===== config.mk =====
export PLATFORM = sky130hd
export DESIGN_NAME = onewire_temp_scratchpad_decoder_top
export DESIGN_NICKNAME = d
export VERILOG_FILES = /design/src/owts_pkg.sv /design/src/onewire_temp_scratchpad_decoder_top.sv
export VERILOG_INCLUDE_DIRS = /design/src /design/src/src
export SDC_FILE = /design/constraint.sdc
export NUM_CORES = 1
export LEC_CHECK = 0
export ABC_AREA = 0
export BUFFER_PORTS_ARGS = -buffer_cell sky130_fd_sc_hd__buf_2
export CORE_AREA = 2 2 144 146
export DETAILED_ROUTE_END_ITERATION = 6
export DIE_AREA = 0 0 146 148
export GPL_ROUTABILITY_DRIVEN = 0
export GPL_TIMING_DRIVEN = 0
export HOLD_SLACK_MARGIN = 0.06
export PLACE_DENSITY_LB_ADDON = 0.15
export SLEW_MARGIN = 25
export SYNTH_ARGS = -nofsm -noshare
export SYNTH_HDL_FRONTEND = slang
export SYNTH_SLANG_ARGS = --single-unit

===== constraint.sdc =====
create_clock -name clk -period 7.8 [get_ports clk]
set_clock_uncertainty 0.15 [all_clocks]
set_input_delay 0.78 -clock clk [delete_from_list [all_inputs] [get_ports clk]]
set_output_delay 0.78 -clock clk [all_outputs]
set_load 0.005 [all_outputs]

===== src/onewire_temp_scratchpad_decoder_top_macros.svh =====
// assertion macros for the one-wire scratchpad decoder
`ifndef ONEWIRE_TEMP_SCRATCHPAD_DECODER_TOP_MACROS_SVH
`define ONEWIRE_TEMP_SCRATCHPAD_DECODER_TOP_MACROS_SVH
`ifndef SYNTHESIS
`define OWTS_ASSERT_NOW(label, ante, cons) \
    label: assert property (@(posedge clk) disable iff (!rst_n) (ante) |-> (cons)) \
        else $error("owts check failed");
`define OWTS_ASSERT_NEXT(label, ante, cons) \
    label: assert property (@(posedge clk) disable iff (!rst_n) (ante) |=> (cons)) \
        else $error("owts check failed");
`else
`define OWTS_ASSERT_NOW(label, ante, cons)
`define OWTS_ASSERT_NEXT(label, ante, cons)
`endif
`endif


===== src/owts_pkg.sv =====
// types and constants of the one-wire scratchpad decoder
package owts_pkg;

    localparam int unsigned NUM_POINTS = 8;
    localparam int unsigned MUL_STEPS  = 12;
    localparam int unsigned DIV_STEPS  = 12;

    localparam logic        REQ_PRESENCE = 1'b0;
    localparam logic        REQ_SLOT     = 1'b1;

    localparam logic [1:0]  STAT_OK    = 2'd0;
    localparam logic [1:0]  STAT_NODEV = 2'd1;
    localparam logic [1:0]  STAT_BAD   = 2'd2;

    localparam logic [7:0]  NODEV_ECHO = 8'hF0;
    localparam logic [7:0]  SLOT_ONE   = 8'hFF;
    localparam logic [7:0]  MAGIC_B5   = 8'hFF;
    localparam logic [7:0]  MAGIC_B7   = 8'h10;
    localparam logic [7:0]  CRC_POLY   = 8'h8C;

    localparam logic [3:0]  BYTE_LOW   = 4'd0;
    localparam logic [3:0]  BYTE_HIGH  = 4'd1;
    localparam logic [3:0]  BYTE_M5    = 4'd5;
    localparam logic [3:0]  BYTE_M7    = 4'd7;
    localparam logic [3:0]  BYTE_CRC   = 4'd8;
    localparam logic [6:0]  MAX_SLOT   = 7'd71;

    localparam logic signed [16:0] ERR_TEMP = 17'sd25574;
    localparam logic signed [15:0] T_TOP    = 16'sd17920;
    localparam logic [14:0] POINT_STEP      = 15'd2560;
    localparam logic [20:0] HALF_STEP       = 21'd1280;
    localparam logic [11:0] DIV_OFFSET      = 12'd1280;
    localparam logic [11:0] QUOT_BIAS       = 12'd256;
    localparam logic [3:0]  DIVISOR         = 4'd5;

    localparam logic [7:0] CORR_RESET [NUM_POINTS] = '{
        8'd38, 8'd46, 8'd51, 8'd46, 8'd36, 8'd18, 8'hFD, 8'hDC
    };

    typedef enum logic [2:0] {
        ST_IDLE,
        ST_SEG,
        ST_MUL,
        ST_DIV,
        ST_DONE
    } state_t;

endpackage


===== src/onewire_temp_scratchpad_decoder_top.sv =====
// one-wire temperature scratchpad decoder: slot assembly, crc-8 check, correction
// A presence request that echoes no device, or a frame that fails its magic or crc
// check, gives its result on the next cycle. A good frame end runs the correction
// through a segment search, a bit-serial multiply and a bit-serial divide by five,
// then registers the result once the output register is free; no new request is
// taken until then. Readings at or below 0 degC or at or above 70 degC skip
// straight to the result. A new request is taken while a result waits, as long as
// the output register frees in that cycle.
`include "onewire_temp_scratchpad_decoder_top_macros.svh"

module onewire_temp_scratchpad_decoder_top (
    input  logic        clk,
    input  logic        rst_n,
    input  logic        s_axis_tvalid,
    output logic        s_axis_tready,
    input  logic [7:0]  s_axis_tdata,   // [7:0] echo_byte
    input  logic        s_axis_tuser,   // [0] req_type
    output logic        m_axis_tvalid,
    input  logic        m_axis_tready,
    output logic [23:0] m_axis_tdata,   // [16:0] temperature, [23:17] zero
    output logic [1:0]  m_axis_tuser,   // [1:0] status
    input  logic        cfg_we,
    input  logic [2:0]  cfg_index,
    input  logic [7:0]  cfg_data
);
    import owts_pkg::*;

    state_t             state_reg, state_next;
    logic [6:0]         slot_count_reg, slot_count_next;
    logic [7:0]         asm_reg, asm_next;
    logic [7:0]         crc_reg, crc_next;
    logic [7:0]         rd_low_reg, rd_low_next;
    logic [7:0]         rd_high_reg, rd_high_next;
    logic               magic_ok_reg, magic_ok_next;
    logic [7:0]         corr_reg [NUM_POINTS];

    logic signed [15:0] t_reg, t_next;
    logic [14:0]        rem_reg, rem_next;
    logic [2:0]         seg_reg, seg_next;
    logic signed [20:0] mcand_reg, mcand_next;
    logic signed [20:0] acc_reg, acc_next;
    logic [11:0]        mplier_reg, mplier_next;
    logic [11:0]        dvd_reg, dvd_next;
    logic [2:0]         div_r_reg, div_r_next;
    logic [3:0]         cnt_reg, cnt_next;

    logic               out_valid_reg, out_valid_next;
    logic [1:0]         out_status_reg, out_status_next;
    logic signed [16:0] out_temp_reg, out_temp_next;

    logic               in_acc;
    logic               out_free;
    logic               slot_bit;
    logic [7:0]         crc_shift;
    logic [7:0]         asm_new;
    logic [3:0]         byte_idx;
    logic               byte_end;
    logic signed [15:0] t_new;
    logic [7:0]         c_lo, c_hi;
    logic signed [8:0]  diff;
    logic signed [20:0] acc_sum;
    logic [3:0]         r_try;
    logic               r_ge;

    assign in_acc        = s_axis_tvalid && s_axis_tready;
    assign out_free      = !out_valid_reg || m_axis_tready;
    assign s_axis_tready = (state_reg == ST_IDLE) && out_free;

    assign slot_bit  = (s_axis_tdata == SLOT_ONE);
    assign crc_shift = {1'b0, crc_reg[7:1]} ^ ((crc_reg[0] ^ slot_bit) ? CRC_POLY : 8'h00);
    assign asm_new   = {slot_bit, asm_reg[7:1]};
    assign byte_idx  = slot_count_reg[6:3];
    assign byte_end  = (slot_count_reg[2:0] == 3'd7);
    assign t_new     = {rd_high_reg[3:0], rd_low_reg, 4'b0000};

    assign c_lo    = corr_reg[seg_reg];
    assign c_hi    = corr_reg[seg_reg + 3'd1];
    assign diff    = $signed({c_hi[7], c_hi}) - $signed({c_lo[7], c_lo});
    assign acc_sum = acc_reg + (mplier_reg[0] ? mcand_reg : 21'sd0);
    assign r_try   = {div_r_reg, dvd_reg[11]};
    assign r_ge    = (r_try >= DIVISOR);

    always_comb
    begin
        state_next      = state_reg;
        slot_count_next = slot_count_reg;
        asm_next        = asm_reg;
        crc_next        = crc_reg;
        rd_low_next     = rd_low_reg;
        rd_high_next    = rd_high_reg;
        magic_ok_next   = magic_ok_reg;
        t_next          = t_reg;
        rem_next        = rem_reg;
        seg_next        = seg_reg;
        mcand_next      = mcand_reg;
        acc_next        = acc_reg;
        mplier_next     = mplier_reg;
        dvd_next        = dvd_reg;
        div_r_next      = div_r_reg;
        cnt_next        = cnt_reg;
        out_valid_next  = out_valid_reg && !m_axis_tready;
        out_status_next = out_status_reg;
        out_temp_next   = out_temp_reg;

        case (state_reg)
            ST_IDLE:
            begin
                if (in_acc && (s_axis_tuser == REQ_PRESENCE))
                begin
                    slot_count_next = '0;
                    asm_next        = '0;
                    crc_next        = '0;
                    rd_low_next     = '0;
                    rd_high_next    = '0;
                    magic_ok_next   = 1'b1;
                    if (s_axis_tdata == NODEV_ECHO)
                    begin
                        out_valid_next  = 1'b1;
                        out_status_next = STAT_NODEV;
                        out_temp_next   = ERR_TEMP;
                    end
                end
                else if (in_acc)
                begin
                    asm_next        = asm_new;
                    slot_count_next = slot_count_reg + 7'd1;
                    if (byte_idx < BYTE_CRC)
                    begin
                        crc_next = crc_shift;
                    end
                    if (byte_end)
                    begin
                        case (byte_idx)
                            BYTE_LOW:  rd_low_next = asm_new;
                            BYTE_HIGH: rd_high_next = asm_new;
                            BYTE_M5:
                            begin
                                if (asm_new != MAGIC_B5)
                                begin
                                    magic_ok_next = 1'b0;
                                end
                            end
                            BYTE_M7:
                            begin
                                if (asm_new != MAGIC_B7)
                                begin
                                    magic_ok_next = 1'b0;
                                end
                            end
                            BYTE_CRC:
                            begin
                                slot_count_next = '0;
                                asm_next        = '0;
                                crc_next        = '0;
                                rd_low_next     = '0;
                                rd_high_next    = '0;
                                magic_ok_next   = 1'b1;
                                t_next          = t_new;
                                seg_next        = '0;
                                dvd_next        = QUOT_BIAS;
                                rem_next        = t_new[14:0];
                                if (!magic_ok_reg || (asm_new != crc_reg))
                                begin
                                    out_valid_next  = 1'b1;
                                    out_status_next = STAT_BAD;
                                    out_temp_next   = ERR_TEMP;
                                end
                                else if (t_new <= 16'sd0)
                                begin
                                    state_next = ST_DONE;
                                end
                                else if (t_new >= T_TOP)
                                begin
                                    seg_next   = 3'd7;
                                    state_next = ST_DONE;
                                end
                                else
                                begin
                                    state_next = ST_SEG;
                                end
                            end
                            default: ;
                        endcase
                    end
                end
            end

            ST_SEG:
            begin
                if (rem_reg >= POINT_STEP)
                begin
                    rem_next = rem_reg - POINT_STEP;
                    seg_next = seg_reg + 3'd1;
                end
                else
                begin
                    mcand_next  = {{12{diff[8]}}, diff};
                    mplier_next = rem_reg[11:0];
                    acc_next    = HALF_STEP;
                    cnt_next    = 4'(MUL_STEPS - 1);
                    state_next  = ST_MUL;
                end
            end

            ST_MUL:
            begin
                acc_next    = acc_sum;
                mcand_next  = mcand_reg <<< 1;
                mplier_next = mplier_reg >> 1;
                cnt_next    = cnt_reg - 4'd1;
                if (cnt_reg == 4'd0)
                begin
                    dvd_next   = acc_sum[20:9] + DIV_OFFSET;
                    div_r_next = '0;
                    cnt_next   = 4'(DIV_STEPS - 1);
                    state_next = ST_DIV;
                end
            end

            ST_DIV:
            begin
                div_r_next = r_ge ? 3'(r_try - DIVISOR) : r_try[2:0];
                dvd_next   = {dvd_reg[10:0], r_ge};
                cnt_next   = cnt_reg - 4'd1;
                if (cnt_reg == 4'd0)
                begin
                    state_next = ST_DONE;
                end
            end

            ST_DONE:
            begin
                if (out_free)
                begin
                    out_valid_next  = 1'b1;
                    out_status_next = STAT_OK;
                    out_temp_next   = {t_reg[15], t_reg}
                                    + {{9{c_lo[7]}}, c_lo}
                                    + {5'b0, dvd_reg}
                                    - {5'b0, QUOT_BIAS};
                    state_next      = ST_IDLE;
                end
            end

            default: state_next = ST_IDLE;
        endcase
    end

    always_ff @(posedge clk or negedge rst_n)
    begin
        if (!rst_n)
        begin
            state_reg <= ST_IDLE;
        end
        else
        begin
            state_reg <= state_next;
        end
    end

    always_ff @(posedge clk or negedge rst_n)
    begin
        if (!rst_n)
        begin
            slot_count_reg <= '0;
            asm_reg        <= '0;
            crc_reg        <= '0;
            rd_low_reg     <= '0;
            rd_high_reg    <= '0;
            magic_ok_reg   <= 1'b1;
            out_valid_reg  <= 1'b0;
            corr_reg       <= CORR_RESET;
        end
        else
        begin
            slot_count_reg <= slot_count_next;
            asm_reg        <= asm_next;
            crc_reg        <= crc_next;
            rd_low_reg     <= rd_low_next;
            rd_high_reg    <= rd_high_next;
            magic_ok_reg   <= magic_ok_next;
            out_valid_reg  <= out_valid_next;
            if (cfg_we)
            begin
                corr_reg[cfg_index] <= cfg_data;
            end
        end
    end

    always_ff @(posedge clk)
    begin
        t_reg          <= t_next;
        rem_reg        <= rem_next;
        seg_reg        <= seg_next;
        mcand_reg      <= mcand_next;
        acc_reg        <= acc_next;
        mplier_reg     <= mplier_next;
        dvd_reg        <= dvd_next;
        div_r_reg      <= div_r_next;
        cnt_reg        <= cnt_next;
        out_status_reg <= out_status_next;
        out_temp_reg   <= out_temp_next;
    end

    assign m_axis_tvalid = out_valid_reg;
    assign m_axis_tuser  = out_status_reg;
    assign m_axis_tdata  = {7'b0, out_temp_reg};

    `OWTS_ASSERT_NEXT(a_nodev_result, in_acc && (s_axis_tuser == REQ_PRESENCE) && (s_axis_tdata == NODEV_ECHO), m_axis_tvalid && (m_axis_tuser == STAT_NODEV))
    `OWTS_ASSERT_NEXT(a_done_result, (state_reg == ST_DONE) && out_free, m_axis_tvalid && (m_axis_tuser == STAT_OK) && (state_reg == ST_IDLE))
    `OWTS_ASSERT_NOW(a_slot_range, 1'b1, slot_count_reg <= MAX_SLOT)

endmodule

==> results.txt <==
Fraction of layout cells with a size suffix above 1 - 0.2178
Worst-margin pin slew - 1.020 ns
Routed Antenna Nets - 0
Drt drc - 0
Critical Path Source Type - flip-flop
Power density cells - 215.0 mW/mm^2
Top Ports - 53
Fmax - 181.3 MHz
Pin count of the biggest net entering global routing - 73
Synth Register Bits - 221
Post-synth EDFFs - 118
Reg area - 0.006161 sq mm
Post-Place Cells - 1419
Clock sink count - 221
Area Overhead vs Synth - 11.14%
CTS Root Cell - clkbuf_16
YS warnings - 0
Ant. Diodes - 0
Finished Cell Area - 0.01430 sq mm
Number of max-cap violations - 0
Dpl cell area - 0.01352 sq mm
Period minus WS final - 5.516 ns
Area of the multi-input gates - 0.006281 sq mm
Grt ovf - 0
Synth Instances - 1099
Core area - 0.02004 sq mm
Routed wire length - 26.82 mm
Post-synthesis sequential area ratio - 0.4788
Clock Latency Late Sink - 0.52 ns
Rel. slew slack - 0.3026
Final hold slack - 0.3567 ns
Max-slew violations - 0
FFs w/ async S/R, synth - 0.4661
# rows - 52
Max reg flops - 64
Vias - 8645
Critical Path RT - 7.92 ns
Reg clk slew, reported paths - 0.06 ns
Mapped cell area - 0.01287 sq mm
Worst IR drop on VDD - 0.0001879 V
Period utilization - 0.7072
Setup crit end kind - flip-flop
First-iteration detailed-routing DRC count - 423
DIE AREA - 0.02161 sq mm
Distinct cells, synth - 79
PortBufs - 40
Vias per cell - 5.905
Leak - 6.069 nW
Critical path peak fanout - 10
Non-Filler Instances - 1464
Final setup margin - 2.284 ns
Final Hold Fails - 0
CP arrival - 5.63 ns
Final setup TNS - 0 ns
Design Power - 3.075 mW
Post-CTS Setup Bufs - 0
Number of fill cells - 1490
HPWL after detailed placement - 19.03 mm
Min-delay worst type - flip-flop to flip-flop
H-tree depth - 1
Initial Util - 0.6421
Chip height - 148 microns
Unrepaired setup endpoints after global routing - false
Total CTS buffers - 24
TritonCTS clock tree - yes
Wire per inst - 18.32 microns
Status - finished, final reports clean
Post-layout nets - 1286
Clk buf depth - 3
Avg Inst Size Synth - 11.71 sq um
1st-pass router iterations - 5
DIE WIDTH - 146 microns
Utilization after layout - 0.7137
Antenna violations before repair - 0
First-pass GRT wire length - 44.53 mm
Vias in the first global route - 8575
Total GRT Usage - 0.2567
Setup violations, final - 0
Top FF cell, synth - edfxtp_1
WS Path Type - flip-flop to flip-flop
Pre-CTS WS - 2.238 ns
[synthesized netlist by cell type (4+ instances only)]
cell	number	area (sq um)
ha_1	74	925.9
a21o_1	30	225.2
and2_1	37	231.5
nand3_1	15	75.07
o21ai_0	46	230.2
mux4_2	32	720.7
nand4_1	8	50.05
clkbuf_1	30	112.6
xor2_1	17	148.9
nor2b_1	12	75.07
o21a_1	5	37.54
buf_4	7	52.55
nand4b_1	4	35.03
nor2_1	63	236.5
buf_2	7	35.03
dfstp_2	32	840.8
a211oi_1	4	30.03
edfxtp_1	118	3543
a21boi_0	6	45.04
dfrtp_1	71	1777
and3_1	10	62.56
nor3_1	25	125.1
a22o_1	24	210.2
mux2_2	71	799.5
xnor2_1	26	227.7
a21oi_1	32	160.2
inv_1	74	277.8
fa_1	11	220.2
o31ai_1	6	45.04
nand2b_1	16	100.1
nor3b_1	5	37.54
mux2i_1	13	130.1
nor4_1	4	25.02
nand2_1	98	367.9
[what timing repair did]
item                       4_1_cts  5_1_grt
hold buffers                     1        0
gates resized for setup          0        0
setup endpoints to repair        0        0
hold endpoints to repair        30        0
[cell families after synthesis]
kind of cell / count (synthesis) / synth area share
and+or+nand+nor: 319 / 0.1273
DFF: 221 / 0.4788
AOI/OAI and AO/OA: 190 / 0.1043
buffers and inverters: 121 / 0.03802
muxes: 116 / 0.1283
adders and majority gates: 85 / 0.08907
xor gates and xnor gates: 46 / 0.03394
other: 1 / 0.0002914
[worst max-delay path, cell delays in order, from the launching register on]
cell and delay, ns:
edfxtp_1 0.35, clkbuf_1 0.41, buf_1 0.59, mux4_2 0.60, mux2i_1 0.56, fa_1 0.54
inv_1 0.07, ha_1 0.23, ha_1 0.33, nor2b_1 0.15, o21ai_0 0.18, a21oi_1 0.11
o21ai_0 0.32, a211o_1 0.20, nand3_1 0.12, a41oi_1 0.27, mux2i_1 0.10
[report_power, final]
part           internal [mW]  switching (mW)  total [mW]
Clock                  0.646           0.452        1.10
Sequential              1.35          0.0584        1.40
Combinational          0.292           0.280       0.572
Total                   2.28           0.791        3.08
[layout by cell type, fill, tap and decap left out, types with 37 or more instances in the layout]
master | synthesis | layout
buf_2 | 7 | 46
edfxtp_1 | 118 | 118
and2_1 | 37 | 37
inv_1 | 74 | 74
dfrtp_1 | 71 | 71
nand2_1 | 98 | 97
mux2_2 | 71 | 71
o21ai_0 | 46 | 46
ha_1 | 74 | 74
clkbuf_1 | 30 | 40
nor2_1 | 63 | 62
[path summary, 6_finish.rpt]
kind | from | to | slack (ns) | depth (start not counted)
worst max-delay path | seg_reg[0]$_DFFE_PP_ | out_temp_reg[16]$_SDFFCE_PN0P_ | 2.28 | 16
worst min-delay path | slot_count_reg[1]$_DFFE_PN0P_ | slot_count_reg[1]$_DFFE_PN0P_ | 0.36 | 2
worst max register to register | seg_reg[0]$_DFFE_PP_ | out_temp_reg[16]$_SDFFCE_PN0P_ | 2.28 | 16
worst min register to register | slot_count_reg[1]$_DFFE_PN0P_ | slot_count_reg[1]$_DFFE_PN0P_ | 0.36 | 2
max in group asynchronous | rst_n | corr_reg[10]$_DFFE_PN1P_ | 6.22 | 3
min in group asynchronous | rst_n | crc_reg[7]$_DFFE_PN0P_ | 0.58 | 2
[per-layer routing]
| metal | GRT usage | wire [microns] | up-vias |
|---|---|---|---|
| met2 | 0.4399 | 13300 | 176 |
| met1 | 0.3574 | 11900 | 4299 |
| met5 | 0 | 0 | - |
| met3 | 0.03179 | 1156 | 30 |
| li1 | - | - | 4140 |
| met4 | 0.05534 | 469 | 0 |
[area by class of cell]
class                   count  area share
well taps                 270     0.02362
clock buffers              41     0.05214
clock inverters             3    0.001137
inverters                  74     0.01942
flip-flops and latches    221      0.4308
plain buffers              47     0.01479
repair buffers             45     0.01890
multi-input cells         763      0.4392
Power figures use the tool's default switching activity.
